File: config.mk
export PLATFORM = sky130hd
export DESIGN_NAME = svpd_proj
export DESIGN_NICKNAME = d
export VERILOG_FILES = /design/src/rtl/core/svpd_pkg.sv /design/src/rtl/core/svpd_proj.sv
export SDC_FILE = /design/constraint.sdc
export NUM_CORES = 1
export LEC_CHECK = 0
export BUFFER_PORTS_ARGS = -buffer_cell sky130_fd_sc_hd__buf_2
export CORE_ASPECT_RATIO = 2
export CORE_MARGIN = 4
export CORE_UTILIZATION = 30
export DETAILED_ROUTE_END_ITERATION = 16
export MAX_ROUTING_LAYER = met4
export PLACE_DENSITY_LB_ADDON = 0.05
export REMOVE_ABC_BUFFERS = 1
export SLEW_MARGIN = 15
export SYNTH_ARGS = -nofsm -noshare
export SYNTH_HDL_FRONTEND = slang
export SYNTH_SLANG_ARGS = --single-unit
export TNS_END_PERCENT = 100
File: constraint.sdc
create_clock -name i_clk -period 21.9 [get_ports i_clk]
set_clock_uncertainty 0.2 [all_clocks]
set_input_delay 4.38 -clock i_clk [delete_from_list [all_inputs] [get_ports i_clk]]
set_output_delay 4.38 -clock i_clk [all_outputs]
set_load 0.02 [all_outputs]
File: src/rtl/core/svpd_pkg.sv
package svpd_pkg;

    // input and result widths
    localparam int IN_W   = 16;
    localparam int DUTY_W = 17;

    // projections in Q.30, one sign bit above the largest magnitude
    localparam int PROJ_W = 33;
    // active times in Q.30 (non-negative) and their sum
    localparam int TIME_W = 32;
    localparam int SUM_W  = TIME_W + 1;

    // scale factor quotient, divider cut into stages
    localparam int QUOT_W            = 16;
    localparam int DIV_BITS_PER_STG  = 2;
    localparam int DIV_STAGES        = QUOT_W / DIV_BITS_PER_STG;

    // sqrt(3)/2 in Q0.16
    localparam logic signed [16:0] SQRT3_HALF_Q16 = 17'sd56756;

    localparam logic [SUM_W-1:0]  PERIOD_Q30 = SUM_W'(64'h4000_0000);
    localparam logic [DUTY_W-1:0] FULL_Q16   = DUTY_W'(65536);
    localparam logic [DUTY_W-1:0] HALF_Q16   = DUTY_W'(32768);

    typedef logic [2:0] t_sector;

    // sector codes: bit0 u1 > 0, bit1 u2 > 0, bit2 u3 > 0
    localparam t_sector SEC_NONE = 3'd0;
    localparam t_sector SEC_P1   = 3'd1;
    localparam t_sector SEC_P2   = 3'd2;
    localparam t_sector SEC_P1P2 = 3'd3;
    localparam t_sector SEC_P3   = 3'd4;
    localparam t_sector SEC_P1P3 = 3'd5;
    localparam t_sector SEC_P2P3 = 3'd6;
    localparam t_sector SEC_ALL  = 3'd7;

    typedef struct packed {
        logic [TIME_W-1:0] tx;
        logic [TIME_W-1:0] ty;
        logic [SUM_W-1:0]  sum;
        t_sector           sec;
        logic              ovm;
    } t_proj;

    typedef struct packed {
        logic [TIME_W-1:0] tx;
        logic [TIME_W-1:0] ty;
        logic [DUTY_W-1:0] k;
        t_sector           sec;
        logic              ovm;
    } t_scaled;

endpackage

File: src/rtl/core/svpd_proj.sv
module svpd_proj (
    input  logic                                i_clk,
    input  logic                                i_rst_n,
    input  logic                                i_vld,
    output logic                                o_stall,
    input  logic signed [svpd_pkg::IN_W-1:0]    i_v_alpha,
    input  logic signed [svpd_pkg::IN_W-1:0]    i_v_beta,
    output logic                                o_vld,
    input  logic                                i_stall,
    output svpd_pkg::t_proj                     o_data
);

    localparam int PW = svpd_pkg::PROJ_W;
    localparam int TW = svpd_pkg::TIME_W;
    localparam int SW = svpd_pkg::SUM_W;

    logic [2:0] r_vld;
    logic [3:0] w_adv;

    // stage 1: alpha * K
    logic signed [PW-1:0]              r1_m;
    logic signed [svpd_pkg::IN_W-1:0]  r1_be;
    logic signed [PW-1:0]              n1_m;

    // stage 2: projections and sector
    logic signed [PW-1:0] r2_u1, r2_u2, r2_u3;
    svpd_pkg::t_sector    r2_sec;
    logic signed [PW-1:0] n2_u1, n2_u2, n2_u3, w_bh;
    svpd_pkg::t_sector    n2_sec;

    // stage 3: active times, sum, clamp test
    svpd_pkg::t_proj      r3_data;
    svpd_pkg::t_proj      n3_data;
    logic signed [PW-1:0] w_sx, w_sy;

    always_comb begin
        w_adv[3] = !i_stall;
        for (int k = 2; k >= 0; k--) begin
            w_adv[k] = !r_vld[k] || w_adv[k+1];
        end
    end

    assign o_stall = !w_adv[0];
    assign o_vld   = r_vld[2];
    assign o_data  = r3_data;

    assign n1_m = PW'(i_v_alpha) * PW'(svpd_pkg::SQRT3_HALF_Q16);

    assign n2_u1 = PW'($signed({r1_be, 16'h0000}));
    assign w_bh  = PW'($signed({r1_be, 15'h0000}));
    assign n2_u2 = -r1_m - w_bh;
    assign n2_u3 = r1_m - w_bh;
    assign n2_sec = {(!n2_u3[PW-1] && (n2_u3 != '0)),
                     (!n2_u2[PW-1] && (n2_u2 != '0)),
                     (!n2_u1[PW-1] && (n2_u1 != '0))};

    always_comb begin
        unique case (r2_sec)
            svpd_pkg::SEC_P1P3: begin w_sx = r2_u3;  w_sy = r2_u1;  end
            svpd_pkg::SEC_P1:   begin w_sx = -r2_u3; w_sy = -r2_u2; end
            svpd_pkg::SEC_P1P2: begin w_sx = r2_u1;  w_sy = r2_u2;  end
            svpd_pkg::SEC_P2:   begin w_sx = -r2_u1; w_sy = -r2_u3; end
            svpd_pkg::SEC_P2P3: begin w_sx = r2_u2;  w_sy = r2_u3;  end
            svpd_pkg::SEC_P3:   begin w_sx = -r2_u2; w_sy = -r2_u1; end
            default:            begin w_sx = '0;     w_sy = '0;     end
        endcase
        n3_data.tx  = w_sx[PW-1] ? '0 : w_sx[TW-1:0];
        n3_data.ty  = w_sy[PW-1] ? '0 : w_sy[TW-1:0];
        n3_data.sum = SW'(n3_data.tx) + SW'(n3_data.ty);
        n3_data.sec = r2_sec;
        n3_data.ovm = n3_data.sum > svpd_pkg::PERIOD_Q30;
    end

    always_ff @(posedge i_clk) begin
        if (!i_rst_n) begin
            r_vld <= '0;
        end else begin
            if (w_adv[0]) r_vld[0] <= i_vld;
            if (w_adv[1]) r_vld[1] <= r_vld[0];
            if (w_adv[2]) r_vld[2] <= r_vld[1];
        end
    end

    always_ff @(posedge i_clk) begin
        if (w_adv[0]) begin
            r1_m  <= n1_m;
            r1_be <= i_v_beta;
        end
        if (w_adv[1]) begin
            r2_u1  <= n2_u1;
            r2_u2  <= n2_u2;
            r2_u3  <= n2_u3;
            r2_sec <= n2_sec;
        end
        if (w_adv[2]) begin
            r3_data <= n3_data;
        end
    end

endmodule

==> impl_metrics.yaml <==
run_status:
  status: "finished clean"
final_layout:
  stdcell_count: 3076
  final_nets: 2530
  fin_area_um2: 22800
  layout-area-overhead-vs-synth_pct: 11.7
  post_route_cells_drive_above_1_share_pct: 10.0
clock_network:
  clk_pin_slew_ns: 0.06
  cts_hold_repair.buffers: 0
  cts_num_sinks: 225
  htree_num_levels: 1
  clockBufferDepth: 3
  clockRootBuffer: "clkbuf_16"
  postCtsResizedCells: 0
  cts_tree: "done"
  postCtsSetupRepairBufs: 0
  worst_skew_pair.late_latency_ns: 0.54
  numCtsBuffers: 22
route:
  drc_violations: 0
  route.met3.wl_mm: 2.05
  routed_wire_length_per_instance_um: 20.4
  number_of_search_and_repair_iterations_in_the_first_detailed_routing_pass: 7
  number_of_vias_in_the_routed_layout: 15528
  routed_via_density: 5.05
  initialDrtViolationCount: 806
  met1Wirelength_mm: 21.4
  wl_mm: 62.8
  top_signal_layer_used: "met4"
  ant_nets: 0
  met2WireLength_mm: 36.1
floorplan:
  die_width_um: 192
  die-height_um: 377
  row_count: 135
  top_level_ports: 139
  fp.dieArea_um2: 72500
  floorplan.initialDensity_pct: 30.2
  fp.coreArea_um2: 67600
worst_setup_path:
  worstSetupPathType: "primary input to primary output"
  cp.required_ns: 17.32
  worst_setup_path_end_kind: "primary output"
  data_arrival_at_the_endpoint_of_the_critical_path_ns: 5.59
  path_max_fanout: 48
  timing.critical_path.from_type: "primary input"
placed_design:
  gp_congestion: 0.945
  dp_hpwl_mm: 52.8
  place.port_buffers: 132
  post-place-cells: 3031
  placement.setup.worst_slack_ns: 11.08
  cell_area_after_placement_um2: 22100
logic_synthesis:
  netlist.top_cell.by_area: "edfxtp_1"
  synthMostInstantiatedCell: "inv_1"
  post_synth.cell_area_avg_um2: 9.91
  postSynthCellCount: 2059
  post_synth_main_area_contributors: "edfxtp_1 (33%), ha_1 (13%), fa_1 (12%)"
  async_flop_share_pct: 0
  synth_flop_cell: "edfxtp_1"
  netlist_area_um2: 20400
  synth_edf_count: 222
  synth_common_cells: "inv_1 (261), edfxtp_1 (222), ha_1 (206)"
  ys_seq_area_share_pct: 33.0
  synthesis_warnings: 0
  yosys.cell_types.count: 81
  synth.top_cell.area_share_pct: 32.7
  flop_and_latch_count_out_of_synthesis: 225
timing:
  relSlewSlack_pct: 30.4
  fin_setup_tns_ns: 0
  post-route-worst-setup-slack_ns: 11.73
  final_hold_viol_count: 0
  grt_setup_unrepaired: "false"
  fmax_mhz: 98.4
  finalSetupViolations: 0
  tightestPinTransition_ns: 1.03
  period_utilization_post_route_pct: 46.4
  final_max_slew_viol_count: 0
  min_period_ns: 10.17
grt:
  gr-total-overflow: 0
  grt_pass1_wl_mm: 95.8
  groute.usage.overall_pct: 17.6
  antenna_found_initial: 6
  grt_max_degree: 66
  vias_in_the_first_global_route: 16510
run:
  max_cap_viol_count: 0
min_path:
  hold_path_class: "register to register"
==> metrics by stage <==
| step | util (%) | hold slack [ns] |
|---|---|---|
| after global placement | 32.7 | 0.256 |
| after detailed placement | 32.7 | 0.278 |
| final | 33.7 | 0.289 |
| after floorplan | - | 0.240 |
| after global routing | 33.7 | 0.310 |
| after CTS | 33.7 | 0.295 |
==> critical path, cell delays in order <==
cell and delay (ns):
buf_2 0.12, and3_1 0.21, nand2_2 0.08, buf_4 0.49, inv_1 0.11, buf_2 0.19
==> routing by layer <==
| metal | vias up | global-route usage (%) |
|---|---|---|
| met3 | 118 | 1.33 |
| met2 | 370 | 35.1 |
| met5 | - | - |
| met1 | 7460 | 16.6 |
| met4 | 0 | 8.30 |
| li1 | 7580 | - |
==> area by class of cell <==
class / instances / area (µm²)
fill: 7039 / 44800
sequential: 225 / 6730
inverter: 262 / 985
timing repair buffer: 156 / 841
antenna: 6 / 15.0
clock buffer: 27 / 601
clock inverter: 12 / 104
multi-input combinational: 1498 / 12400
tap: 890 / 1110
==> kinds of logic (layout without fill, tap and decap cells) <==
kind of cell               count (synthesis)  after routing  share of synthesized area, %
AOI/OAI and AO/OA                        507            507                          16.7
xor gates and xnor gates                 166            166                          7.12
adders and majority gates                329            329                          24.7
buffers and inverters                    341            457                          6.44
DFF                                      225            225                          33.0
muxes                                      7              7                         0.362
other                                      1             12                        0.0184
and+or+nand+nor                          483            483                          11.7
==> layout by cell type (no fill, tap or decap), types with 19 or more instances in the layout <==
cell / n
inv_1: 260
edfxtp_1: 222
ha_1: 206
a21oi_1: 149
nor2_1: 139
buf_2: 132
fa_1: 123
xnor2_1: 110
nand2_1: 97
o21ai_0: 65
nor3_1: 62
xor2_1: 56
a22oi_1: 39
a21o_1: 32
a22o_1: 32
a31oi_1: 31
o21bai_1: 25
buf_4: 24
nor4_1: 23
a222oi_1: 23
o211ai_1: 23
clkbuf_16: 23
nand3_1: 21
nand2b_1: 21
or3_1: 20
nor2b_1: 19
==> path summary, 6_finish.rpt <==
path / from / end / slack [ns] / depth (start not counted)
setup / recovery: i_stall / o_stall / 11.73 / 6
hold / removal: r1_be[14] / r2_u1[30] / 0.29 / 0
setup reg to reg: r2_u3[9] / o_data[0] / 12.73 / 21
hold reg to reg: r1_be[14] / r2_u1[30] / 0.29 / 0
==> flip-flops by register name (all words and copies together) (netlist names) <==
register	cells
r2_u1	16
o_data	95
r2_u3	30
r2_u2	31
r2_sec	3
r1_be	16
r_vld	3
r1_m	31
Power is left out: the tool's default activity adds up to more than one toggle a clock period on the data nets, which glitch-free logic cannot reach.
