<file path="config.mk">
export PLATFORM = sky130hd
export DESIGN_NAME = svpd_div
export DESIGN_NICKNAME = d
export VERILOG_FILES = /design/src/rtl/core/svpd_pkg.sv /design/src/rtl/core/svpd_div.sv
export SDC_FILE = /design/constraint.sdc
export NUM_CORES = 2
export LEC_CHECK = 0
export ABC_CLOCK_PERIOD_IN_PS = 14300
export BUFFER_PORTS_ARGS = -buffer_cell sky130_fd_sc_hd__buf_2
export CORE_ASPECT_RATIO = 0.9
export CORE_MARGIN = 4
export CORE_UTILIZATION = 55
export CTS_CLUSTER_DIAMETER = 120
export DETAILED_ROUTE_END_ITERATION = 10
export PLACE_DENSITY = 0.72
export REMOVE_ABC_BUFFERS = 1
export SLEW_MARGIN = 20
export SYNTH_ARGS = -nofsm -noshare
export SYNTH_HDL_FRONTEND = slang
export SYNTH_SLANG_ARGS = --single-unit
</file>
<file path="constraint.sdc">
create_clock -name i_clk -period 14.3 [get_ports i_clk]
set_input_delay 2.86 -clock i_clk [delete_from_list [all_inputs] [get_ports i_clk]]
set_output_delay 2.86 -clock i_clk [all_outputs]
set_load 0.03 [all_outputs]
</file>
<file path="src/rtl/core/svpd_pkg.sv">
package svpd_pkg;

    // input and result widths
    localparam int IN_W   = 16;
    localparam int DUTY_W = 17;

    // projections in Q.30, one sign bit above the largest magnitude
    localparam int PROJ_W = 33;
    // active times in Q.30 (non-negative) and their sum
    localparam int TIME_W = 32;
    localparam int SUM_W  = TIME_W + 1;

    // scale factor quotient, divider cut into stages
    localparam int QUOT_W            = 16;
    localparam int DIV_BITS_PER_STG  = 2;
    localparam int DIV_STAGES        = QUOT_W / DIV_BITS_PER_STG;

    // sqrt(3)/2 in Q0.16
    localparam logic signed [16:0] SQRT3_HALF_Q16 = 17'sd56756;

    localparam logic [SUM_W-1:0]  PERIOD_Q30 = SUM_W'(64'h4000_0000);
    localparam logic [DUTY_W-1:0] FULL_Q16   = DUTY_W'(65536);
    localparam logic [DUTY_W-1:0] HALF_Q16   = DUTY_W'(32768);

    typedef logic [2:0] t_sector;

    // sector codes: bit0 u1 > 0, bit1 u2 > 0, bit2 u3 > 0
    localparam t_sector SEC_NONE = 3'd0;
    localparam t_sector SEC_P1   = 3'd1;
    localparam t_sector SEC_P2   = 3'd2;
    localparam t_sector SEC_P1P2 = 3'd3;
    localparam t_sector SEC_P3   = 3'd4;
    localparam t_sector SEC_P1P3 = 3'd5;
    localparam t_sector SEC_P2P3 = 3'd6;
    localparam t_sector SEC_ALL  = 3'd7;

    typedef struct packed {
        logic [TIME_W-1:0] tx;
        logic [TIME_W-1:0] ty;
        logic [SUM_W-1:0]  sum;
        t_sector           sec;
        logic              ovm;
    } t_proj;

    typedef struct packed {
        logic [TIME_W-1:0] tx;
        logic [TIME_W-1:0] ty;
        logic [DUTY_W-1:0] k;
        t_sector           sec;
        logic              ovm;
    } t_scaled;

endpackage

</file>
<file path="src/rtl/core/svpd_div.sv">
module svpd_div (
    input  logic               i_clk,
    input  logic               i_rst_n,
    input  logic               i_vld,
    output logic               o_stall,
    input  svpd_pkg::t_proj    i_data,
    output logic               o_vld,
    input  logic               i_stall,
    output svpd_pkg::t_scaled  o_data
);

    localparam int NS  = svpd_pkg::DIV_STAGES;
    localparam int BPS = svpd_pkg::DIV_BITS_PER_STG;
    localparam int QW  = svpd_pkg::QUOT_W;
    localparam int SW  = svpd_pkg::SUM_W;

    logic [NS-1:0]   r_vld;
    logic [NS:0]     w_adv;
    svpd_pkg::t_proj r_data [NS];
    logic [SW-1:0]   r_rem  [NS];
    logic [QW-1:0]   r_quo  [NS];

    always_comb begin
        w_adv[NS] = !i_stall;
        for (int k = NS - 1; k >= 0; k--) begin
            w_adv[k] = !r_vld[k] || w_adv[k+1];
        end
    end

    assign o_stall = !w_adv[0];
    assign o_vld   = r_vld[NS-1];

    // restoring division of 2^46 by the sum; first partial remainder is 2^30
    for (genvar g = 0; g < NS; g++) begin : g_stg
        logic            w_vld_i;
        svpd_pkg::t_proj w_dat_i;
        logic [SW-1:0]   w_rem_i;
        logic [QW-1:0]   w_quo_i;
        logic [SW-1:0]   n_rem;
        logic [QW-1:0]   n_quo;

        if (g == 0) begin : g_first
            assign w_vld_i = i_vld;
            assign w_dat_i = i_data;
            assign w_rem_i = svpd_pkg::PERIOD_Q30;
            assign w_quo_i = '0;
        end else begin : g_next
            assign w_vld_i = r_vld[g-1];
            assign w_dat_i = r_data[g-1];
            assign w_rem_i = r_rem[g-1];
            assign w_quo_i = r_quo[g-1];
        end

        always_comb begin
            logic [SW:0]   v_sh;
            logic [SW-1:0] v_rem;
            logic [QW-1:0] v_quo;
            v_rem = w_rem_i;
            v_quo = w_quo_i;
            for (int b = 0; b < BPS; b++) begin
                v_sh = {v_rem, 1'b0};
                if (v_sh >= {1'b0, w_dat_i.sum}) begin
                    v_rem = SW'(v_sh - {1'b0, w_dat_i.sum});
                    v_quo = {v_quo[QW-2:0], 1'b1};
                end else begin
                    v_rem = v_sh[SW-1:0];
                    v_quo = {v_quo[QW-2:0], 1'b0};
                end
            end
            n_rem = v_rem;
            n_quo = v_quo;
        end

        always_ff @(posedge i_clk) begin
            if (!i_rst_n) begin
                r_vld[g] <= 1'b0;
            end else if (w_adv[g]) begin
                r_vld[g] <= w_vld_i;
            end
        end

        always_ff @(posedge i_clk) begin
            if (w_adv[g]) begin
                r_data[g] <= w_dat_i;
                r_rem[g]  <= n_rem;
                r_quo[g]  <= n_quo;
            end
        end
    end

    always_comb begin
        o_data.tx  = r_data[NS-1].tx;
        o_data.ty  = r_data[NS-1].ty;
        o_data.sec = r_data[NS-1].sec;
        o_data.ovm = r_data[NS-1].ovm;
        o_data.k   = r_data[NS-1].ovm ? svpd_pkg::DUTY_W'(r_quo[NS-1])
                                      : svpd_pkg::FULL_Q16;
    end

endmodule

</file>
==> impl_metrics.py <==
metrics = {
    "synthesis": {
        "syn_inst": 5401,
        "ys_types": 100,
        "synth.area.top_cells": "edfxtp_1 (52%), ha_1 (9.8%), xnor2_1 (3.8%), a21oi_1 (3.6%), a21o_1 (3.2%)",
        "synth_top_area_share_pct": 51.9,
        "yosysSeqAreaShare_pct": 52.2,
        "synth_edf_count": 1078,
        "synth_common_cells": "edfxtp_1 (1078), ha_1 (488), a21oi_1 (454)",
        "synthArstFlopShare_pct": 0,
        "yosysMostFrequentCell": "edfxtp_1",
        "ys_seq_elements": 1086,
        "synth_top_cell_by_area": "edfxtp_1",
        "synthFlopType": "edfxtp_1",
        "ys_warn_count": 0,
        "syn_avg_cell_area_um2": 11.5,
        "syn_area_um2": 62300,
    },
    "clocking": {
        "clk_pin_slew_ns": 0.06,
        "cts_max_level": 3,
        "ctsHoldBuffers": 0,
        "cts_buffers": 105,
        "clk_path_buf_depth": 3,
        "cts_tree": "built",
        "cts_sinks": 1086,
        "cts_resized": 0,
        "clock_latency_ns": 0.74,
        "cts_root_buf": "clkbuf_16",
        "post-cts-setup-buffer-count": 0,
    },
    "worst_setup_path": {
        "cp_cell_sequence": "buf_2, inv_1, nand4_1, nor4_1, nand4_1, nor2_1, o2111ai_1, nand2_1, nand2_1, buf_4, nor2_1, ha_1, a21oi_1, o21ai_0, a221oi_2, o22ai_1, a221o_1, a211oi_1, o2111ai_1, nand3_1, nand2_1, buf_4, mux2_2",
        "startpoint_type": "input port",
        "crit_slowest_cell": "nand2_1",
        "crit_path_end_kind": "flip-flop",
        "cpMostUsedCell": "nand2_1",
        "critPathArrivalTime_ns": 9.24,
        "max_stage_delay_ns": 0.49,
        "path_max_fanout": 30,
        "required_ns": 14.77,
        "path_class": "input port to flip-flop",
        "r2r_slack_ns": 5.85,
    },
    "layout": {
        "area_growth_pct": 9.93,
        "utilization_pct": 61.2,
        "design_area_um2": 68500,
        "drive_above_1_share_pct": 10.4,
        "finalNetCount": 6220,
        "fill_cells": 8860,
    },
    "route": {
        "drt-initial-drc-count": 1864,
        "drt_first_pass_iters": 7,
        "vias": 41000,
        "wl_per_cell_um": 19.0,
        "viasPerCell": 5.70,
        "ant_nets": 0,
        "wirelength_mm": 137,
        "drc": 0,
    },
    "floorplanning": {
        "start_util_pct": 55.7,
        "die_area_um2": 119000,
        "die_width_um": 363,
        "core-area_um2": 112000,
        "pin_count": 192,
        "num_rows": 116,
        "die_y_um": 327,
    },
    "placement": {
        "place_area_um2": 65000,
        "place_hpwl_mm": 103,
        "gp_congestion": 0.943,
        "io_buffer_count": 191,
    },
    "global_routing": {
        "grt_pass1_wl_mm": 217,
        "grt_usage_pct": 22.9,
        "grt-busiest-layer": "met2",
        "grt_util_met1_pct": 27.9,
        "grt_pass1_vias": 41100,
        "grt_max_degree": 84,
        "globalRoute.totalOverflow": 0,
        "grt_use_met3_pct": 2.34,
        "antenna_found_initial": 1,
        "grt_use_met2_pct": 41.2,
    },
    "sta": {
        "setup-tns-final_ns": 0,
        "hold_viol": 0,
        "relSlewSlack_pct": 27.6,
        "drv_slew": 0,
        "fin_crit_sh_pct": 61.3,
        "skew_ns": 0.0302,
        "worstMarginPinSlew_ns": 1.09,
        "fin_crit_ns": 8.76,
        "fmax_mhz": 114,
        "rsz0062_at_grt": "false",
        "setup_viol": 0,
    },
    "min_path": {
        "hp-class": "flip-flop to flip-flop",
    },
    "run_status": {
        "outcome": "finished, final reports clean",
    },
    "job": {
        "maxCapViolCount": 0,
    },
}
-- state kept, by name, indices dropped and copies added (netlist names) --
name and cells:
g_stg.w_vld_i 7, o_vld 1, r_data 775, r_quo 72, r_rem 231
-- layout by cell type (no fill, tap or decap), types with 146 or more instances in the layout --
| cell | netlist | routed |
|---|---|---|
| a21o_1 | 265 | 265 |
| a21oi_1 | 454 | 452 |
| buf_2 | 21 | 191 |
| edfxtp_1 | 1078 | 1078 |
| ha_1 | 488 | 488 |
| inv_1 | 397 | 393 |
| nand2_1 | 333 | 329 |
| nor2_1 | 331 | 331 |
| o21ai_0 | 247 | 247 |
| xnor2_1 | 272 | 272 |
| xor2_1 | 146 | 146 |
-- kinds of logic after synthesis --
logic type               Yosys count  synth area share [%]
AO/OA/AOI/OAI                   1466                  15.1
AND/OR/NAND/NOR                 1197                  9.23
flip-flops                      1086                  52.2
buffers and inverters            509                  3.27
adder cells (fa/ha/maj)          495                  10.0
XOR/XNOR                         418                  5.87
multiplexers                     230                  4.29
-- worst max-delay path: cells and delay by family --
family / cells / cell delay, ns
simple gates: 9 / 2.39
buf+inv: 4 / 0.95
mux: 1 / 0.31
fa+ha+maj: 1 / 0.37
compound gates: 8 / 2.34
-- final timing paths --
path                                  end                     start  cells past startpoint
setup / recovery   r_rem[0][17]$_DFFE_PN_                i_data[15]                     23
hold / removal    r_data[1][97]$_DFFE_PP_  r_data[0][400]$_DFFE_PP_                      0
setup reg to reg   r_rem[2][32]$_DFFE_PP_  r_data[0][105]$_DFFE_PP_                     25
hold reg to reg   r_data[1][97]$_DFFE_PP_  r_data[0][400]$_DFFE_PP_                      0
-- stage by stage --
step	hold slack (ns)	std cells	setup slack, ns
final	0.405	7186	5.54
after floorplan	0.400	5293	4.06
after global placement	0.400	6988	4.69
after CTS	0.405	7184	5.42
after detailed placement	0.405	6988	4.67
after global routing	0.413	7185	4.88
-- final cells by class --
| cell class | count | area [um^2] | area share, % |
|---|---|---|---|
| Sequential cell | 1086 | 32500 | 47.5 |
| Tap cell | 1475 | 1850 | 2.69 |
| Inverter | 401 | 1530 | 2.23 |
| Multi-Input combinational cell | 3806 | 27900 | 40.7 |
| Timing Repair Buffer | 220 | 1170 | 1.71 |
| Clock inverter | 75 | 867 | 1.27 |
| Clock buffer | 121 | 2710 | 3.95 |
| Antenna cell | 2 | 5.00 | 0.00730 |
-- metal layers --
layer | share of wire, % | wire length, um
met5 | 0 | 0
met4 | 4.6 | 6320
met3 | 3.1 | 4210
met2 | 50 | 68400
met1 | 42 | 58000
Power is left out: the tool's default activity adds up to more than one toggle a clock period on the data nets, which glitch-free logic cannot reach.
