**config.mk**
```make
export PLATFORM = sky130hd
export DESIGN_NAME = svpd_duty
export DESIGN_NICKNAME = d
export VERILOG_FILES = /design/src/rtl/core/svpd_pkg.sv /design/src/rtl/core/svpd_duty.sv
export SDC_FILE = /design/constraint.sdc
export NUM_CORES = 2
export LEC_CHECK = 0
export BUFFER_PORTS_ARGS = -buffer_cell sky130_fd_sc_hd__buf_4
export CORE_AREA = 5 5 263 265
export DETAILED_ROUTE_END_ITERATION = 7
export DIE_AREA = 0 0 268 270
export PLACE_DENSITY = 0.88
export SLEW_MARGIN = 20
export SYNTH_ARGS = -nofsm -noshare
export SYNTH_HDL_FRONTEND = slang
export SYNTH_SLANG_ARGS = --single-unit
```
**constraint.sdc**
```tcl
create_clock -name i_clk -period 10.9 [get_ports i_clk]
set_input_delay 0.545 -clock i_clk [delete_from_list [all_inputs] [get_ports i_clk]]
set_output_delay 0.545 -clock i_clk [all_outputs]
set_load 0.02 [all_outputs]
```
**src/rtl/core/svpd_pkg.sv**
```systemverilog
package svpd_pkg;

    // input and result widths
    localparam int IN_W   = 16;
    localparam int DUTY_W = 17;

    // projections in Q.30, one sign bit above the largest magnitude
    localparam int PROJ_W = 33;
    // active times in Q.30 (non-negative) and their sum
    localparam int TIME_W = 32;
    localparam int SUM_W  = TIME_W + 1;

    // scale factor quotient, divider cut into stages
    localparam int QUOT_W            = 16;
    localparam int DIV_BITS_PER_STG  = 2;
    localparam int DIV_STAGES        = QUOT_W / DIV_BITS_PER_STG;

    // sqrt(3)/2 in Q0.16
    localparam logic signed [16:0] SQRT3_HALF_Q16 = 17'sd56756;

    localparam logic [SUM_W-1:0]  PERIOD_Q30 = SUM_W'(64'h4000_0000);
    localparam logic [DUTY_W-1:0] FULL_Q16   = DUTY_W'(65536);
    localparam logic [DUTY_W-1:0] HALF_Q16   = DUTY_W'(32768);

    typedef logic [2:0] t_sector;

    // sector codes: bit0 u1 > 0, bit1 u2 > 0, bit2 u3 > 0
    localparam t_sector SEC_NONE = 3'd0;
    localparam t_sector SEC_P1   = 3'd1;
    localparam t_sector SEC_P2   = 3'd2;
    localparam t_sector SEC_P1P2 = 3'd3;
    localparam t_sector SEC_P3   = 3'd4;
    localparam t_sector SEC_P1P3 = 3'd5;
    localparam t_sector SEC_P2P3 = 3'd6;
    localparam t_sector SEC_ALL  = 3'd7;

    typedef struct packed {
        logic [TIME_W-1:0] tx;
        logic [TIME_W-1:0] ty;
        logic [SUM_W-1:0]  sum;
        t_sector           sec;
        logic              ovm;
    } t_proj;

    typedef struct packed {
        logic [TIME_W-1:0] tx;
        logic [TIME_W-1:0] ty;
        logic [DUTY_W-1:0] k;
        t_sector           sec;
        logic              ovm;
    } t_scaled;

endpackage

```
**src/rtl/core/svpd_duty.sv**
```systemverilog
module svpd_duty (
    input  logic                           i_clk,
    input  logic                           i_rst_n,
    input  logic                           i_vld,
    output logic                           o_stall,
    input  svpd_pkg::t_scaled              i_data,
    output logic                           o_vld,
    input  logic                           i_stall,
    output logic [svpd_pkg::DUTY_W-1:0]    o_duty_a,
    output logic [svpd_pkg::DUTY_W-1:0]    o_duty_b,
    output logic [svpd_pkg::DUTY_W-1:0]    o_duty_c,
    output svpd_pkg::t_sector              o_sector_code,
    output logic [svpd_pkg::DUTY_W-1:0]    o_scale_factor,
    output logic                           o_overmodulated
);

    localparam int DW = svpd_pkg::DUTY_W;
    localparam int TW = svpd_pkg::TIME_W;
    localparam int PW = TW + svpd_pkg::QUOT_W;

    logic [1:0] r_vld;
    logic [2:0] w_adv;

    // stage 1: scaled Q0.16 times
    logic [DW-1:0]     r1_txq, r1_tyq, r1_k;
    svpd_pkg::t_sector r1_sec;
    logic              r1_ovm;
    logic [PW-1:0]     w_px, w_py;
    logic [DW-1:0]     n1_txq, n1_tyq;

    // stage 2: zero-time split and phase routing
    logic [DW-1:0]     r2_da, r2_db, r2_dc, r2_k;
    svpd_pkg::t_sector r2_sec;
    logic              r2_ovm;
    logic [DW-1:0]     w_sum, w_h, w_lead, w_mid;
    logic [DW-1:0]     n2_da, n2_db, n2_dc;

    always_comb begin
        w_adv[2] = !i_stall;
        for (int k = 1; k >= 0; k--) begin
            w_adv[k] = !r_vld[k] || w_adv[k+1];
        end
    end

    assign o_stall = !w_adv[0];
    assign o_vld   = r_vld[1];

    // times never exceed the sum, so the clamped products stay below 2^47
    assign w_px   = PW'(i_data.tx) * PW'(i_data.k[svpd_pkg::QUOT_W-1:0]);
    assign w_py   = PW'(i_data.ty) * PW'(i_data.k[svpd_pkg::QUOT_W-1:0]);
    assign n1_txq = i_data.ovm ? w_px[46:30] : i_data.tx[30:14];
    assign n1_tyq = i_data.ovm ? w_py[46:30] : i_data.ty[30:14];

    assign w_sum  = r1_txq + r1_tyq;
    assign w_h    = DW'(svpd_pkg::FULL_Q16 - w_sum) >> 1;
    assign w_lead = w_sum + w_h;
    assign w_mid  = r1_tyq + w_h;

    always_comb begin
        unique case (r1_sec)
            svpd_pkg::SEC_P1P3: begin n2_da = w_lead; n2_db = w_mid;  n2_dc = w_h;    end
            svpd_pkg::SEC_P1:   begin n2_da = w_mid;  n2_db = w_lead; n2_dc = w_h;    end
            svpd_pkg::SEC_P1P2: begin n2_da = w_h;    n2_db = w_lead; n2_dc = w_mid;  end
            svpd_pkg::SEC_P2:   begin n2_da = w_h;    n2_db = w_mid;  n2_dc = w_lead; end
            svpd_pkg::SEC_P2P3: begin n2_da = w_mid;  n2_db = w_h;    n2_dc = w_lead; end
            svpd_pkg::SEC_P3:   begin n2_da = w_lead; n2_db = w_h;    n2_dc = w_mid;  end
            default: begin
                // zero vector: all phases at half period
                n2_da = svpd_pkg::HALF_Q16;
                n2_db = svpd_pkg::HALF_Q16;
                n2_dc = svpd_pkg::HALF_Q16;
            end
        endcase
    end

    always_ff @(posedge i_clk) begin
        if (!i_rst_n) begin
            r_vld <= '0;
        end else begin
            if (w_adv[0]) r_vld[0] <= i_vld;
            if (w_adv[1]) r_vld[1] <= r_vld[0];
        end
    end

    always_ff @(posedge i_clk) begin
        if (w_adv[0]) begin
            r1_txq <= n1_txq;
            r1_tyq <= n1_tyq;
            r1_k   <= i_data.k;
            r1_sec <= i_data.sec;
            r1_ovm <= i_data.ovm;
        end
        if (w_adv[1]) begin
            r2_da  <= n2_da;
            r2_db  <= n2_db;
            r2_dc  <= n2_dc;
            r2_k   <= r1_k;
            r2_sec <= r1_sec;
            r2_ovm <= r1_ovm;
        end
    end

    assign o_duty_a        = r2_da;
    assign o_duty_b        = r2_db;
    assign o_duty_c        = r2_dc;
    assign o_sector_code   = r2_sec;
    assign o_scale_factor  = r2_k;
    assign o_overmodulated = r2_ovm;

endmodule

```
==> PnR_summary.wiki <==
{| class="wikitable"
! Metric !! Value
|-
| Share of Yosys cell area claimed by the top area cell type || 42.26%
|-
| Warnings, synthesis || 0
|-
| Total via count after detailed routing || 31836
|-
| Max-slew violation total from the final report || 0
|-
| Setup_tns || 0 ps
|-
| Per-instance average area after synthesis || around 9.0 sq um
|-
| Wire length of the first global-routing pass || around 170000 microns
|-
| TritonCTS clock tree || done
|-
| Outcome || finished, final reports clean
|-
| Crit path DAT || 7470 ps
|-
| Slew at the pin closest to its max-slew limit || 993.7 ps
|-
| Nature of the critical path startpoint || input pin
|-
| DIE HEIGHT || around 270 microns
|-
| Num rows || 95
|-
| Final Skew || 11.00 ps
|-
| Worst setup path class || in -> reg
|-
| Top cells by area in the synthesized netlist || fa_1 (42%), edfxtp_1 (9.7%), ha_1 (8.6%)
|-
| Number of cells upsized or downsized after cts || 0
|-
| Clk slew on worst S/H paths || 70 ps
|-
| Unrepaired setup endpoints after global routing || false
|-
| Antenna violations before repair || 1
|-
| Worst-path fanout max || 51
|-
| Detailed-placement wirelength estimate || 79390 microns
|-
| Core area || 0.06656 sq mm
|-
| Per-cell via count in the routed design || 6.067
|-
| Final Cycle Share || ~67%
|-
| Commonest cells post-synth || inv_1 (895), fa_1 (834), nand2_1 (720), and2_1 (408), ha_1 (272)
|-
| Number of DRC violations after detailed routing || 0
|-
| Sequential area share after synthesis || roughly a tenth
|-
| Number of levels in the clock H-tree || 4
|-
| Post-synth design cell area || 0.03951 sq mm
|-
| DR pass1 iterations || 6
|-
| Syn nets || ~5600
|-
| Placed cell count || 5215
|-
| Overall overflow remaining after global route || 0
|-
| Top_reg_cell synth || edfxtp_1
|-
| Number of sinks on the clock net || 129
|-
| Buffers on Ports || 162
|-
| Area growth syn-to-layout || 5.400%
|-
| Share of post-route cells with drive strength above 1 || 5.853%
|-
| Inserted Clock Buffers || 17
|-
| Chip width || 268 microns
|-
| Max Fclk || 137.4 MHz
|-
| Overall fraction of global-route tracks in use || about 30%
|-
| Number of setup buffers added after CTS || 0
|-
| Relative max-transition margin || between 30% and 40%
|-
| Buffer type at the clock tree root || clkbuf_16
|-
| Number of global-route vias before repair || 34445
|-
| Required time of the worst setup path || 11090 ps
|-
| Number of max-capacitance violations reported || 0
|-
| Final worst path period need || 7277 ps
|-
| Final routed wire length divided by cell count || 20.23 microns
|-
| Final Net Count || 5556
|-
| Final Core Density || ~63%
|-
| Post-synthesis cell type with the largest combined area || fa_1
|-
| Largest net degree at the start of global routing || 73
|-
| Post-Route WL || between 100000 and 150000 microns
|-
| Class of the tightest hold or removal check || in -> reg
|-
| Maximum number of buffers from clock root to sink || 2
|-
| Count of flip-flops with a built-in enable after synthesis || around 130
|-
| Number of synthesized register bits || ~130
|-
| Synthesized instance count || 4398
|-
| Drt initial violations || 3246
|-
| Critical Path Sink Type || flop
|-
| Final Hold Fails || 0
|-
| Count of final setup violators || 0
|-
| Final standard cell count with taps included and fillers excluded || 5247
|-
| Initial standard-cell utilization of the core || between 50% and 60%
|-
| Number of inserted filler cells in the final layout || 5107
|-
| Cts hold-fix bufs || 0
|-
| Die area || 0.07236 sq mm
|-
| Final weighted congestion in routability-driven placement || 0.9538
|-
| Post-DRT Antenna Nets || 0
|-
| Post-synth ARST share || 0%
|-
| Final antenna diode count || 0
|-
| Top-count cell post-synth || inv_1
|-
| Worst reg-to-reg setup slack || ~5000 ps
|-
| Number of primary I/O pins || 163
|-
| Insertion delay to the later sink of the worst-skew pair || 440 ps
|-
| Unique cell type count in the Yosys netlist || 84
|}
==> flip-flops by register name, indices dropped and copies added, names as in the netlist <==
signal,count
r1_tyq,17
o_scale_factor,17
o_duty_b,17
o_duty_c,17
r1_ovm,1
r1_txq,17
o_sector_code,3
r1_k,17
r_vld,2
o_overmodulated,1
r1_sec,3
o_duty_a,17
==> worst max-delay path: stages <==
cell and delay [ps]:
buf_4 240, buf_4 660, nand2_1 200, fa_1 600, inv_1 70, fa_1 480
fa_1 570, fa_1 430, fa_1 500, inv_1 50, fa_1 470, inv_1 40
ha_1 320, and3_1 220, nor3b_1 150, and4_1 190, o21a_1 120, o21ai_0 440
a21oi_1 250, or3_1 410, xor2_1 180, mux2_2 280
==> layout make-up <==
cell class                 instances  area, sq um  share of cell area (%)
sequential                       129         3854                   9.255
tap                              873         1092                   2.623
clock inverter                    15        161.4                  0.3876
clock buffer                      17        425.4                   1.022
multi-input combinational       3139        31410                   75.43
timing repair buffer             178         1336                   3.209
inverter                         896         3363                   8.077
==> routing by layer <==
metal,GRT usage [%],part of all wire [%]
met2,49.21,48
met3,5.676,11
met5,0,0
met1,38.17,37
met4,12.46,5.0
==> through the flow <==
stage	worst slack, ps	hold WS [ps]	instance area, sq um
floorplan	4247	400.3	39510
global placement	3518	402.4	41050
detailed placement	3393	404.5	41050
finish	3623	280.8	41640
CTS	3780	266.3	41640
global route	3461	265.7	41640
==> cells in the final DEF (no fill, tap or decap), types with 10 or more instances in the layout <==
| cell | Yosys | final |
|---|---|---|
| nand3_1 | 35 | 34 |
| buf_4 | 0 | 178 |
| nand2_1 | 720 | 719 |
| inv_1 | 895 | 895 |
| nor2b_1 | 18 | 18 |
| o21a_1 | 31 | 31 |
| xor2_1 | 23 | 23 |
| nor2_1 | 110 | 110 |
| a31oi_1 | 14 | 14 |
| o21ai_0 | 64 | 64 |
| nand2b_1 | 13 | 13 |
| edfxtp_1 | 127 | 127 |
| o21bai_1 | 13 | 13 |
| a211oi_1 | 26 | 26 |
| a211o_1 | 17 | 17 |
| ha_1 | 272 | 272 |
| clkbuf_16 | 0 | 17 |
| nand4_1 | 25 | 25 |
| and3_1 | 11 | 11 |
| fa_1 | 834 | 834 |
| nor3_1 | 25 | 25 |
| o211ai_1 | 14 | 14 |
| a21oi_1 | 132 | 132 |
| or3_1 | 10 | 10 |
| a22oi_1 | 17 | 17 |
| xnor2_1 | 44 | 44 |
| a221oi_1 | 29 | 29 |
| a21o_1 | 55 | 55 |
| o2111ai_1 | 10 | 10 |
| o31ai_1 | 14 | 14 |
| and2_1 | 408 | 408 |
| mux2_2 | 20 | 20 |
==> worst paths after layout <==
| check | start | endpoint | cells past startpoint |
|---|---|---|---|
| setup / recovery | i_data[11] | r1_tyq[12] | 22 |
| hold / removal | i_data[2] | r1_sec[1] | 1 |
| setup reg to reg | r1_tyq[0] | o_duty_b[13] | 19 |
| hold reg to reg | r1_k[16] | o_scale_factor[16] | 0 |
==> logic make-up (layout without fill, tap and decap cells) <==
kind of cell    after synthesis  in the layout  share of synthesized area [%]
compound gates              512            512                          8.957
xor+xnor                     67             67                          1.485
fa+ha+maj                  1106           1106                          50.88
buf+inv                    1130           1106                          10.77
flops                       129            129                          9.755
mux                          29             29                         0.7981
simple gates               1425           1425                          17.36
Power is not shown: default switching activity piles up to over one toggle a cycle in this logic, so the estimate is an artifact.
